==> src/rtl/stack_expression_evaluator_unit_assert.svh <==
// Assertion macros for the stack expression evaluator.
`ifndef STACK_EXPRESSION_EVALUATOR_UNIT_ASSERT_SVH
`define STACK_EXPRESSION_EVALUATOR_UNIT_ASSERT_SVH

// Same-cycle implication, clocked on clk_i, off during reset.
`define SEV_ASSERT_NOW(label, ante, cons, msg) \
  label: assert property (@(posedge clk_i) disable iff (!rst_ni) (ante) |-> (cons)) \
    else $error(msg);

// Next-cycle implication, clocked on clk_i, off during reset.
`define SEV_ASSERT_NEXT(label, ante, cons, msg) \
  label: assert property (@(posedge clk_i) disable iff (!rst_ni) (ante) |=> (cons)) \
    else $error(msg);

`endif

==> src/rtl/sev_pkg.sv <==
// Package: constants, codes and shared types of the stack expression evaluator.
`timescale 1ns / 1ps
`default_nettype none

package sev_pkg;

  localparam int unsigned STACK_DEPTH = 8;
  localparam int unsigned DATA_W      = 32;
  localparam int unsigned CODE_W      = 3;
  localparam int unsigned DEPTH_W     = 4;
  localparam int unsigned STATUS_W    = 2;
  localparam int unsigned CNT_W       = $clog2(STACK_DEPTH + 1);
  localparam int unsigned IDX_W       = $clog2(STACK_DEPTH);
  localparam int unsigned STEP_W      = $clog2(DATA_W);

  // operator codes; anything above OP_POW drops two entries
  typedef enum logic [CODE_W-1:0] {
    OP_ADD = 3'd0,
    OP_SUB = 3'd1,
    OP_DIV = 3'd2,
    OP_MUL = 3'd3,
    OP_POW = 3'd4
  } op_e;

  typedef enum logic [STATUS_W-1:0] {
    ST_OK    = 2'd0,
    ST_FULL  = 2'd1,
    ST_UNDER = 2'd2,
    ST_DIVZ  = 2'd3
  } status_e;

  typedef enum logic [1:0] {
    S_IDLE,
    S_START,
    S_WAIT,
    S_EMIT
  } state_e;

  typedef enum logic [2:0] {
    A_IDLE,
    A_DIV,
    A_FIX,
    A_PMUL,
    A_PSQ,
    A_DONE
  } alu_state_e;

  typedef struct packed {
    logic start;
    op_e  op;
  } alu_req_t;

  typedef struct packed {
    logic done;
    logic div_zero;
  } alu_rsp_t;

endpackage

`default_nettype wire

==> src/rtl/stack_expression_evaluator_unit.sv <==
// Stack expression evaluator top level: stack memory, sequencer, output register.
// Ready returns with the output word.
// Push, underflow, full-drop: one word per cycle while the output register is free;
// divide steps through 32 quotient bits plus a sign fix, or finishes at once on a zero
// divisor; power multiplies and squares per exponent bit, or finishes at once for a zero or negative exponent.
// Async active-low reset empties the stack; stack contents are not cleared.
`timescale 1ns / 1ps
`default_nettype none
`include "stack_expression_evaluator_unit_assert.svh"

module stack_expression_evaluator_unit (
  input  wire logic                              clk_i,
  input  wire logic                              rst_ni,
  input  wire logic                              in_valid_i,
  output logic                                   in_ready_o,
  input  wire logic                              mode_i,
  input  wire logic signed [sev_pkg::DATA_W-1:0] operand_value_i,
  input  wire logic [sev_pkg::CODE_W-1:0]        operator_code_i,
  output logic                                   out_valid_o,
  input  wire logic                              out_ready_i,
  output logic signed [sev_pkg::DATA_W-1:0]      top_value_o,
  output logic [sev_pkg::DEPTH_W-1:0]            depth_o,
  output logic [sev_pkg::STATUS_W-1:0]           status_o
);

  localparam int unsigned W   = sev_pkg::DATA_W;
  localparam int unsigned CW  = sev_pkg::CNT_W;
  localparam int unsigned IW  = sev_pkg::IDX_W;
  localparam int unsigned DW  = sev_pkg::DEPTH_W;

  sev_pkg::state_e  state_q, state_d;
  logic [CW-1:0]    cnt_q, cnt_d;
  logic [W-1:0]     top_q, top_d;
  sev_pkg::status_e sts_q, sts_d;
  logic [sev_pkg::CODE_W-1:0] code_q, code_d;

  logic             out_valid_q, out_valid_d;
  logic [W-1:0]     out_top_q;
  logic [DW-1:0]    out_depth_q;
  sev_pkg::status_e out_sts_q;

  logic [W-1:0]     mem_q [sev_pkg::STACK_DEPTH];
  logic [W-1:0]     rd_q;
  logic             mem_we;
  logic [IW-1:0]    mem_wa;
  logic [W-1:0]     mem_wd;
  logic [IW-1:0]    rd_addr;

  logic [CW-1:0]    cnt_m1, cnt_m2, cnt_m3;
  logic [CW+DW-1:0] cnt_ext;
  logic             slot_free;
  logic             load_out;
  logic             drop_in;

  sev_pkg::alu_req_t alu_req;
  sev_pkg::alu_rsp_t alu_rsp;
  logic [W-1:0]      alu_res;

  sev_alu u_alu (
    .clk_i    (clk_i),
    .rst_ni   (rst_ni),
    .req_i    (alu_req),
    .lhs_i    (top_q),
    .rhs_i    (rd_q),
    .rsp_o    (alu_rsp),
    .result_o (alu_res)
  );

  assign cnt_m1    = cnt_q - CW'(1);
  assign cnt_m2    = cnt_q - CW'(2);
  assign cnt_m3    = cnt_q - CW'(3);
  assign drop_in   = (operator_code_i > sev_pkg::CODE_W'(sev_pkg::OP_POW));
  // right operand sits below the top; a drop-two needs the entry under both
  assign rd_addr   = drop_in ? cnt_m3[IW-1:0] : cnt_m2[IW-1:0];
  assign slot_free = !out_valid_q || out_ready_i;
  assign in_ready_o = (state_q == sev_pkg::S_IDLE);

  always_comb begin
    state_d       = state_q;
    cnt_d         = cnt_q;
    top_d         = top_q;
    sts_d         = sts_q;
    code_d        = code_q;
    mem_we        = 1'b0;
    mem_wa        = cnt_q[IW-1:0];
    mem_wd        = operand_value_i;
    alu_req.start = 1'b0;
    alu_req.op    = sev_pkg::op_e'(code_q);
    load_out      = 1'b0;
    case (state_q)
      sev_pkg::S_IDLE: begin
        if (in_valid_i) begin
          code_d = operator_code_i;
          if (!mode_i) begin
            if (cnt_q >= CW'(sev_pkg::STACK_DEPTH)) begin
              sts_d = sev_pkg::ST_FULL;
            end else begin
              mem_we = 1'b1;
              cnt_d  = cnt_q + CW'(1);
              top_d  = operand_value_i;
              sts_d  = sev_pkg::ST_OK;
            end
          end else if (cnt_q < CW'(2)) begin
            sts_d = sev_pkg::ST_UNDER;
          end
          if (mode_i && cnt_q >= CW'(2)) begin
            state_d = sev_pkg::S_START;
          end else if (slot_free) begin
            load_out = 1'b1;
          end else begin
            state_d = sev_pkg::S_EMIT;
          end
        end
      end
      sev_pkg::S_START: begin
        case (sev_pkg::op_e'(code_q))
          sev_pkg::OP_ADD, sev_pkg::OP_SUB, sev_pkg::OP_DIV,
          sev_pkg::OP_MUL, sev_pkg::OP_POW: begin
            alu_req.start = 1'b1;
            state_d       = sev_pkg::S_WAIT;
          end
          default: begin
            cnt_d   = cnt_m2;
            top_d   = rd_q;
            sts_d   = sev_pkg::ST_OK;
            state_d = sev_pkg::S_EMIT;
          end
        endcase
      end
      sev_pkg::S_WAIT: begin
        if (alu_rsp.done) begin
          mem_we  = 1'b1;
          mem_wa  = cnt_m2[IW-1:0];
          mem_wd  = alu_res;
          cnt_d   = cnt_m1;
          top_d   = alu_res;
          sts_d   = alu_rsp.div_zero ? sev_pkg::ST_DIVZ : sev_pkg::ST_OK;
          state_d = sev_pkg::S_EMIT;
        end
      end
      sev_pkg::S_EMIT: begin
        if (slot_free) begin
          load_out = 1'b1;
          state_d  = sev_pkg::S_IDLE;
        end
      end
      default: begin
        state_d = sev_pkg::S_IDLE;
      end
    endcase
  end

  assign cnt_ext = {DW'(0), cnt_d};

  always_comb begin
    out_valid_d = out_valid_q;
    if (load_out) begin
      out_valid_d = 1'b1;
    end else if (out_ready_i) begin
      out_valid_d = 1'b0;
    end
  end

  always_ff @(posedge clk_i or negedge rst_ni) begin
    if (!rst_ni) begin
      state_q     <= sev_pkg::S_IDLE;
      cnt_q       <= '0;
      out_valid_q <= 1'b0;
    end else begin
      state_q     <= state_d;
      cnt_q       <= cnt_d;
      out_valid_q <= out_valid_d;
    end
  end

  always_ff @(posedge clk_i) begin
    top_q  <= top_d;
    sts_q  <= sts_d;
    code_q <= code_d;
    if (load_out) begin
      out_top_q   <= (cnt_d == '0) ? '0 : top_d;
      out_depth_q <= cnt_ext[DW-1:0];
      out_sts_q   <= sts_d;
    end
  end

  // stack storage: one write port, one registered read port
  always_ff @(posedge clk_i) begin
    if (mem_we) begin
      mem_q[mem_wa] <= mem_wd;
    end
    rd_q <= mem_q[rd_addr];
  end

  assign out_valid_o = out_valid_q;
  assign top_value_o = out_top_q;
  assign depth_o     = out_depth_q;
  assign status_o    = out_sts_q;

  `SEV_ASSERT_NOW(a_cnt_bound, 1'b1, cnt_q <= CW'(sev_pkg::STACK_DEPTH), "stack count overflow")
  `SEV_ASSERT_NEXT(a_push_grows, in_valid_i && in_ready_o && !mode_i && cnt_q < CW'(sev_pkg::STACK_DEPTH), cnt_q == $past(cnt_q) + CW'(1), "push did not grow stack")
  `SEV_ASSERT_NOW(a_divz_zero, out_valid_o && status_o == sev_pkg::STATUS_W'(sev_pkg::ST_DIVZ), top_value_o == '0, "divide by zero word with nonzero top")
  `SEV_ASSERT_NOW(a_empty_zero, out_valid_o && depth_o == '0, top_value_o == '0, "empty stack word with nonzero top")

endmodule

`default_nettype wire

==> src/rtl/sev_alu.sv <==
// Shared iterative arithmetic unit: add, sub, one multiplier, restoring divider, power.
`timescale 1ns / 1ps
`default_nettype none

module sev_alu (
  input  wire logic                          clk_i,
  input  wire logic                          rst_ni,
  input  wire sev_pkg::alu_req_t             req_i,
  input  wire logic [sev_pkg::DATA_W-1:0]    lhs_i,
  input  wire logic [sev_pkg::DATA_W-1:0]    rhs_i,
  output sev_pkg::alu_rsp_t                  rsp_o,
  output logic [sev_pkg::DATA_W-1:0]         result_o
);

  localparam int unsigned W = sev_pkg::DATA_W;

  sev_pkg::alu_state_e state_q, state_d;

  // acc: result / quotient / power accumulator; aux: divisor / running square
  logic [W-1:0]      acc_q, acc_d;
  logic [W-1:0]      aux_q, aux_d;
  logic [W-1:0]      rem_q, rem_d;
  logic [W-2:0]      exp_q, exp_d;
  logic [sev_pkg::STEP_W-1:0] step_q, step_d;
  logic              neg_q, neg_d;
  logic              divz_q, divz_d;

  logic [W-1:0]      mul_a, mul_b;
  logic [2*W-1:0]    mul_full;
  logic [W-1:0]      prod;
  logic [W:0]        div_sh, div_diff;

  assign mul_full = mul_a * mul_b;
  assign prod     = mul_full[W-1:0];

  assign div_sh   = {rem_q, acc_q[W-1]};
  assign div_diff = div_sh - {1'b0, aux_q};

  always_comb begin
    state_d = state_q;
    acc_d   = acc_q;
    aux_d   = aux_q;
    rem_d   = rem_q;
    exp_d   = exp_q;
    step_d  = step_q;
    neg_d   = neg_q;
    divz_d  = divz_q;
    mul_a   = acc_q;
    mul_b   = aux_q;
    case (state_q)
      sev_pkg::A_IDLE: begin
        if (req_i.start) begin
          divz_d = 1'b0;
          case (req_i.op)
            sev_pkg::OP_ADD: begin
              acc_d   = lhs_i + rhs_i;
              state_d = sev_pkg::A_DONE;
            end
            sev_pkg::OP_SUB: begin
              acc_d   = lhs_i - rhs_i;
              state_d = sev_pkg::A_DONE;
            end
            sev_pkg::OP_MUL: begin
              mul_a   = lhs_i;
              mul_b   = rhs_i;
              acc_d   = prod;
              state_d = sev_pkg::A_DONE;
            end
            sev_pkg::OP_DIV: begin
              if (rhs_i == '0) begin
                acc_d   = '0;
                divz_d  = 1'b1;
                state_d = sev_pkg::A_DONE;
              end else begin
                acc_d   = lhs_i[W-1] ? (W'(0) - lhs_i) : lhs_i;
                aux_d   = rhs_i[W-1] ? (W'(0) - rhs_i) : rhs_i;
                rem_d   = '0;
                neg_d   = lhs_i[W-1] ^ rhs_i[W-1];
                step_d  = '1;
                state_d = sev_pkg::A_DIV;
              end
            end
            sev_pkg::OP_POW: begin
              if (rhs_i[W-1]) begin
                // negative exponent: only bases 1 and -1 survive
                if (lhs_i == W'(1)) begin
                  acc_d = W'(1);
                end else if (lhs_i == '1) begin
                  acc_d = rhs_i[0] ? '1 : W'(1);
                end else begin
                  acc_d = '0;
                end
                state_d = sev_pkg::A_DONE;
              end else if (rhs_i == '0) begin
                acc_d   = W'(1);
                state_d = sev_pkg::A_DONE;
              end else begin
                acc_d   = W'(1);
                aux_d   = lhs_i;
                exp_d   = rhs_i[W-2:0];
                state_d = sev_pkg::A_PMUL;
              end
            end
            default: begin
              acc_d   = '0;
              state_d = sev_pkg::A_DONE;
            end
          endcase
        end
      end
      sev_pkg::A_DIV: begin
        if (!div_diff[W]) begin
          rem_d = div_diff[W-1:0];
          acc_d = {acc_q[W-2:0], 1'b1};
        end else begin
          rem_d = div_sh[W-1:0];
          acc_d = {acc_q[W-2:0], 1'b0};
        end
        if (step_q == '0) begin
          state_d = sev_pkg::A_FIX;
        end else begin
          step_d = step_q - 1'b1;
        end
      end
      sev_pkg::A_FIX: begin
        acc_d   = neg_q ? (W'(0) - acc_q) : acc_q;
        state_d = sev_pkg::A_DONE;
      end
      sev_pkg::A_PMUL: begin
        if (exp_q[0]) begin
          acc_d = prod;
        end
        exp_d = exp_q >> 1;
        if (exp_q[W-2:1] == '0) begin
          state_d = sev_pkg::A_DONE;
        end else begin
          state_d = sev_pkg::A_PSQ;
        end
      end
      sev_pkg::A_PSQ: begin
        mul_a   = aux_q;
        mul_b   = aux_q;
        aux_d   = prod;
        state_d = sev_pkg::A_PMUL;
      end
      sev_pkg::A_DONE: begin
        state_d = sev_pkg::A_IDLE;
      end
      default: begin
        state_d = sev_pkg::A_IDLE;
      end
    endcase
  end

  always_ff @(posedge clk_i or negedge rst_ni) begin
    if (!rst_ni) begin
      state_q <= sev_pkg::A_IDLE;
    end else begin
      state_q <= state_d;
    end
  end

  always_ff @(posedge clk_i) begin
    acc_q  <= acc_d;
    aux_q  <= aux_d;
    rem_q  <= rem_d;
    exp_q  <= exp_d;
    step_q <= step_d;
    neg_q  <= neg_d;
    divz_q <= divz_d;
  end

  assign rsp_o.done     = (state_q == sev_pkg::A_DONE);
  assign rsp_o.div_zero = divz_q;
  assign result_o       = acc_q;

endmodule

`default_nettype wire

==> config.mk <==
export PLATFORM = sky130hd
export DESIGN_NAME = stack_expression_evaluator_unit
export DESIGN_NICKNAME = d
export VERILOG_FILES = /design/src/rtl/sev_pkg.sv /design/src/rtl/stack_expression_evaluator_unit.sv /design/src/rtl/sev_alu.sv
export VERILOG_INCLUDE_DIRS = /design/src /design/src/rtl
export SDC_FILE = /design/constraint.sdc
export NUM_CORES = 2
export LEC_CHECK = 0
export BUFFER_PORTS_ARGS = -buffer_cell sky130_fd_sc_hd__clkbuf_2
export CORE_AREA = 5 5 276 304
export CTS_CLUSTER_SIZE = 24
export DETAILED_ROUTE_END_ITERATION = 6
export DIE_AREA = 0 0 281 309
export HOLD_SLACK_MARGIN = 0.15
export PLACE_DENSITY_LB_ADDON = 0.25
export SYNTH_ARGS = -nofsm -noshare
export SYNTH_HDL_FRONTEND = slang
export SYNTH_SLANG_ARGS = --single-unit
==> constraint.sdc <==
create_clock -name clk_i -period 21.7 [get_ports clk_i]
set_input_delay 4.34 -clock clk_i [delete_from_list [all_inputs] [get_ports clk_i]]
set_output_delay 4.34 -clock clk_i [all_outputs]
set_load 0.05 [all_outputs]
[After elaboration in Yosys (flattened, before gate mapping)]
Memory sizes are Yosys's and may differ from the RTL's. A register that Yosys moved wholly into a read port is not among the register bits.
Cells that the tools add are included.
Word-level totals
  register bits: 219
  bits in writable memories: 256
  bits of input ports: 40
  memories: 1
Operators by class
  add/subtract/negate cells: 11
  multiply operators: 1
  magnitude comparators: 4
  equal/unequal tests: 31
  mux-type cells: 96
  bitwise gates (word level): 2
  reductions and logical operators: 26
Memory list
  mem_q: depth 8, width 32, rd ports 1, clocked after Yosys merged registers in 1, write ports 1, line stack_expression_evaluator_unit.sv:42  | logic [W-1:0] mem_q [sev_pkg::STACK_DEPTH];
Operators with widths (count)
  2-to-1 mux 32 bit: 30
  one-hot mux 32 bit (2 select lines): 4
  one-hot mux 32 bit (5 select lines): 1
  one-hot mux 32 bit (4 select lines): 1
  2-to-1 mux 31 bit: 4
  one-hot mux 32 bit (3 select lines): 1
  subtractor 1 x 32 -> 32 bit (first input constant): 3
  one-hot mux 31 bit (2 select lines): 1
  subtractor 33 x 32 -> 33 bit: 1
  adder 32 bit: 1
  == test 32 x 1 -> 1 bit (second input constant): 1
  == test 32 bit (second input constant): 1
  logical NOT 32 bit: 1
  multiplier 32 x 32 -> 32 bit: 1
  subtractor 32 bit: 1
  logical NOT 30 bit: 1
  2-to-1 mux 3 bit: 8
  2-to-1 mux 2 bit: 11
  2-to-1 mux 4 bit: 5
  2-to-1 mux 5 bit: 4
  2-to-1 mux 1 bit: 18
  inequality test 2 bit (second input constant): 9
  AND reduction 4 bit: 4
  one-hot mux 3 bit (5 select lines): 1
  38 further kinds: 58

[Depth between registers and ports, before layout]
  depth in word-level cells: 10
  gate-level depth with buffers: 38

[Hierarchy]
From an unflattened synthesis, not the netlist that was laid out.
Unflattened totals
  cells, all modules: 4563
  area, all modules: 44282.5 um2
Modules (own cells, without submodules)
  sev_alu: instances 1, cells an instance 3505, area each 29328.1 um2, sequential area each 4098.9 um2
  stack_expression_evaluator_unit: instances 1, cells an instance 1058, area each 14954.3 um2, sequential area each 10415.0 um2

[Worst setup path before layout]
No wires, ideal clock.
  path type: register -> register
  start point: register u_alu.state_q[0]
  end point: register u_alu.acc_q[29] (netlist: u_alu.result_o[29]) (data pin)
  data arrival time: 8929 ps
  required time: 21423 ps
  setup slack: 12494 ps
  stages on the path, launching flop included: 34
  buffers on the path: 6
  period minus slack after synthesis: 9206 ps
  cell sequence: dfrtp_1 -> buf_2 -> nor2_4 -> clkbuf_1 -> buf_1 -> buf_1 -> buf_1 -> nand2_1 -> o21ai_1 -> nor2_1 -> fa_1 -> fa_1 -> fa_1 -> inv_1 -> fa_1 -> inv_1 -> fa_1 -> inv_1 -> fa_1 -> inv_1 -> fa_1 -> fa_1 -> ha_1 -> clkbuf_1 -> a21o_1 -> o21bai_1 -> a22oi_1 -> nor2_1 -> a2111oi_0 -> a21oi_1 -> xnor2_1 -> nor2_1 -> a2111oi_0 -> o221ai_1
Between the ends
  cells in the longest elaborated chain, start to end: 6
  elaborated cells between the ends (all ways): 12
  those cells by class: mul (1); eq/ne (4); mux (6); reduce/logical (1)
RTL lines
  start, declared: line sev_alu.sv:17  | sev_pkg::alu_state_e state_q, state_d;
  start signal, assigned: line sev_alu.sv:157  | state_q <= sev_pkg::A_IDLE;
  start signal, assigned: line sev_alu.sv:159  | state_q <= state_d;
  == test 3 bit / logical NOT 3 bit (equally long branches): line sev_alu.sv:50  | case (state_q)
  one-hot mux 32 bit (2 select lines) / 2-to-1 mux 32 bit (equally long branches): line sev_alu.sv:50
  multiplier 32 x 32 -> 32 bit: line sev_alu.sv:33  | assign mul_full = mul_a * mul_b;
  one-hot mux 32 bit (5 select lines): line sev_alu.sv:54  | case (req_i.op)
  2-to-1 mux 32 bit: line sev_alu.sv:52  | if (req_i.start) begin
  one-hot mux 32 bit (4 select lines) *: line sev_alu.sv:50
  via u_alu.acc_d[29]: line sev_alu.sv:20  | logic [W-1:0] acc_q, acc_d;
  end signal, assigned: line sev_alu.sv:164  | acc_q <= acc_d;
  end, declared: line sev_alu.sv:20
Mark *: on every way through the listed nets, which the timed path passes. The rest lies on a longest branch. The select of a mux whose other input is x is not followed.
A chain may end at the register's enable or synchronous reset.

[Worst setup path in the final report]
  start point: register u_alu.state_q[1]
  end point: register u_alu.acc_q[29] (netlist: u_alu.result_o[29]) (data pin)
Same word-level chain as after synthesis.

==> results.py <==
metrics = {
    "run_status": {
        "run_status": "complete, but fails checks",
        "violations": "DRC",
    },
    "global_routing": {
        "initial_antenna_violation_count": 2,
        "grt-ovfl-total": 0,
        "largest_net_degree_at_the_start_of_global_routing": 68,
        "grt_pass1_wl_um": 219000,
        "groute.layer.met2.usage_pct": 52.8,
        "groute.layer.met1.usage_pct": 42.7,
        "via_count_of_the_first_global_routing_pass": 35200,
        "use_met3_pct": 7.42,
        "global_route.usage.total_pct": 33.5,
        "gr-max-usage-layer": "met2",
    },
    "clock_network": {
        "clkTransAtPathRegs_ns": 0.07,
        "cts_hold_repair.buffers": 0,
        "cts.repair_timing.setup_buffer_count": 0,
        "insertion_delay_ns": 0.64,
        "clockRootBuffer": "clkbuf_16",
        "cts.sinks": 507,
        "cts-resized-gates": 0,
        "cts-root-to-sink-buffers": 3,
        "cts_made_buffers": 50,
        "h-tree-depth": 2,
        "cts_tree": "yes",
    },
    "die": {
        "die_height_um": 309,
        "dieWidth_um": 281,
        "floorplan.io_pins": 80,
        "floorplan_core_area_um2": 80300,
        "fp.dieArea_um2": 86800,
        "fp-row-count": 109,
        "starting_density_of_the_core_pct": 54.5,
    },
    "yosys": {
        "synth_top_area_share_pct": 29.6,
        "ys_async_sr_fraction_pct": 1.97,
        "ys_top_cells_by_area": "edfxtp_1, fa_1, ha_1, nand2_1, nor2_1",
        "synth_most_common_cell": "nand2_1",
        "ys_top_cells_by_count": "nand2_1, nor2_1, inv_1, edfxtp_1, fa_1",
        "synthesis.instances": 4363,
        "post_synth.cell_area_avg_um2": 10.0,
        "ys.warnings.count": 0,
        "synthDistinctLibCells": 92,
        "synth_edf_count": 431,
        "synth_largest_area_cell": "edfxtp_1",
        "post_synth_instance_area_um2": 43800,
        "ys_dominant_reg_cell": "edfxtp_1",
        "syn-num-nets": 5016,
        "synth_seq_cells": 507,
        "ys_seq_area_share_pct": 33.1,
    },
    "min_path": {
        "min_delay_src": "u_alu.exp_q[19]",
        "hold_path.class": "reg -> reg",
        "whs_path_depth": 2,
        "hold_path_end": "u_alu.exp_q[18]",
    },
    "sta": {
        "final.setup.tns_ns": 0,
        "worstMarginPinSlew_ns": 1.39,
        "hold_viol": 0,
        "final-max-slew-violation-count": 0,
        "worst_clock_skew_ns": 0.0274,
        "maxClockFrequency_mhz": 93.3,
        "slew-limit-headroom_pct": 7.45,
        "final-setup-viol-count": 0,
        "grt_setup_unrepaired": "false",
        "period_share_pct": 49.4,
        "timing.final.crit_period_ns": 10.72,
    },
    "worst_setup_path": {
        "timing_worst_setup_path_type": "reg -> reg",
        "critical_path.slowest_cell": "a21oi_1",
        "worstPathRequired_ns": 22.04,
        "worst_r2r_startpoint": "u_alu.state_q[1]",
        "worstReg2RegEnd": "u_alu.result_o[29]",
        "critical_path.max_stage_delay_ns": 1.07,
        "cpMostUsedCell": "fa_1",
        "timing.critical_path.to_type": "flop",
        "rrSetupSlack_ns": 10.98,
        "crit_fanout": 31,
        "cp_data_arrival_time_ns": 11.06,
        "r2r_cells": 28,
        "worstSetupStartpointType": "flop",
    },
    "routing": {
        "detail_route.first_pass.iterations": 7,
        "routed_wire_length_per_instance_um": 27.0,
        "avgViaCountPerCell": 6.39,
        "dr_total_vias": 34800,
        "detail-route-antenna-nets": 0,
        "drcViolationCount": 22,
        "postRouteWirelength_um": 147000,
        "first_iter_violations": 4417,
    },
    "layout": {
        "area_delta_synth_final_pct": 7.78,
        "fillerInstances": 6822,
        "fin_nets": 4995,
        "drive_above_1_share_pct": 10.9,
        "antenna_cells_inserted": 0,
        "multi_input_logic_area_um2": 26700,
        "final-seq-area_um2": 14500,
    },
    "placement": {
        "dp_wirelength_um": 108000,
        "finalWeightedCongestion": 1.02,
        "portBuffers": 79,
    },
    "flow_run": {
        "drv_cap": 0,
    },
}
-- how the worst max path moves through the flow --
stage                                 from                 end  slack [ns]  cells past startpoint
after floorplan           u_alu.state_q[0]  u_alu.result_o[29]       12.49                     33
after global placement    u_alu.state_q[1]  u_alu.result_o[29]       11.45                     28
after detailed placement        state_q[1]  u_alu.result_o[29]       11.41                     31
after CTS                 u_alu.state_q[1]  u_alu.result_o[29]       11.31                     28
after global routing      u_alu.state_q[1]  u_alu.result_o[29]       10.71                     28
final                     u_alu.state_q[1]  u_alu.result_o[29]       10.98                     28
-- kinds of logic (layout without fill, tap and decap cells) --
group           Yosys count  in the layout  synth area share [%]
xor+xnor                246            246                  5.09
flops                   507            507                  33.1
buf+inv                 729            749                  6.38
simple gates           1347           1347                  13.5
mux                     179            179                  6.07
compound gates          742            742                  11.3
fa+ha+maj               613            613                  24.5
-- state kept, by name, indices dropped and copies added, names as in the netlist, 5 cells and up --
register / cells
u_alu.aux_q: 32
u_alu.rem_q: 32
u_alu.exp_q: 31
top_value_o: 32
rd_q: 32
u_alu.result_o: 32
mem_q: 256
u_alu.step_q: 5
top_q: 32
-- area by class of cell --
cell class / count / share of cell area (%)
repair buffers: 196 / 2.70
well taps: 1054 / 2.79
inverters: 460 / 3.66
clock buffers: 57 / 2.75
clock inverters: 36 / 0.816
multi-input cells: 3127 / 56.5
flip-flops and latches: 507 / 30.7
-- worst max-delay path: cells and delay by family (launching register included) --
family,cells,cell delay (ns)
fa+ha+maj,9,4.35
compound gates,6,2.23
simple gates,7,2.03
flops,1,0.79
buf+inv,5,0.70
xor+xnor,1,0.28
-- through the flow --
step	std cells	setup slack (ns)	util, %	hold WS (ns)	cell area [um2]
3_3_place_gp	5344	11.45	56.7	0.515	45500
4_1_cts	5437	11.31	58.8	0.541	47200
5_1_grt	5437	10.71	58.8	0.573	47200
3_5_place_dp	5344	11.41	56.7	0.524	45500
2_1_floorplan	4363	12.49	-	0.469	43800
6_report	5437	10.98	58.8	0.546	47200
-- placed cells by master (no fill, tap or decap), types with 71 or more instances in the layout --
cell type	instances
nor2_1	454
clkbuf_2	79
a21oi_1	126
xor2_1	112
edfxtp_1	431
buf_4	117
fa_1	410
nand2_1	543
inv_1	459
xnor2_1	127
o21ai_0	215
ha_1	203
nand2b_1	71
-- metal layers --
metal  vias to the layer above  share of wire (%)
met3                       588                 12
li1                      14900                  -
met1                     17000                 36
met4                         2                8.0
met5                         -              0.015
met2                      2348                 45
Power is left out: the tool's default activity adds up to more than one toggle a clock period on the data nets, which glitch-free logic cannot reach.
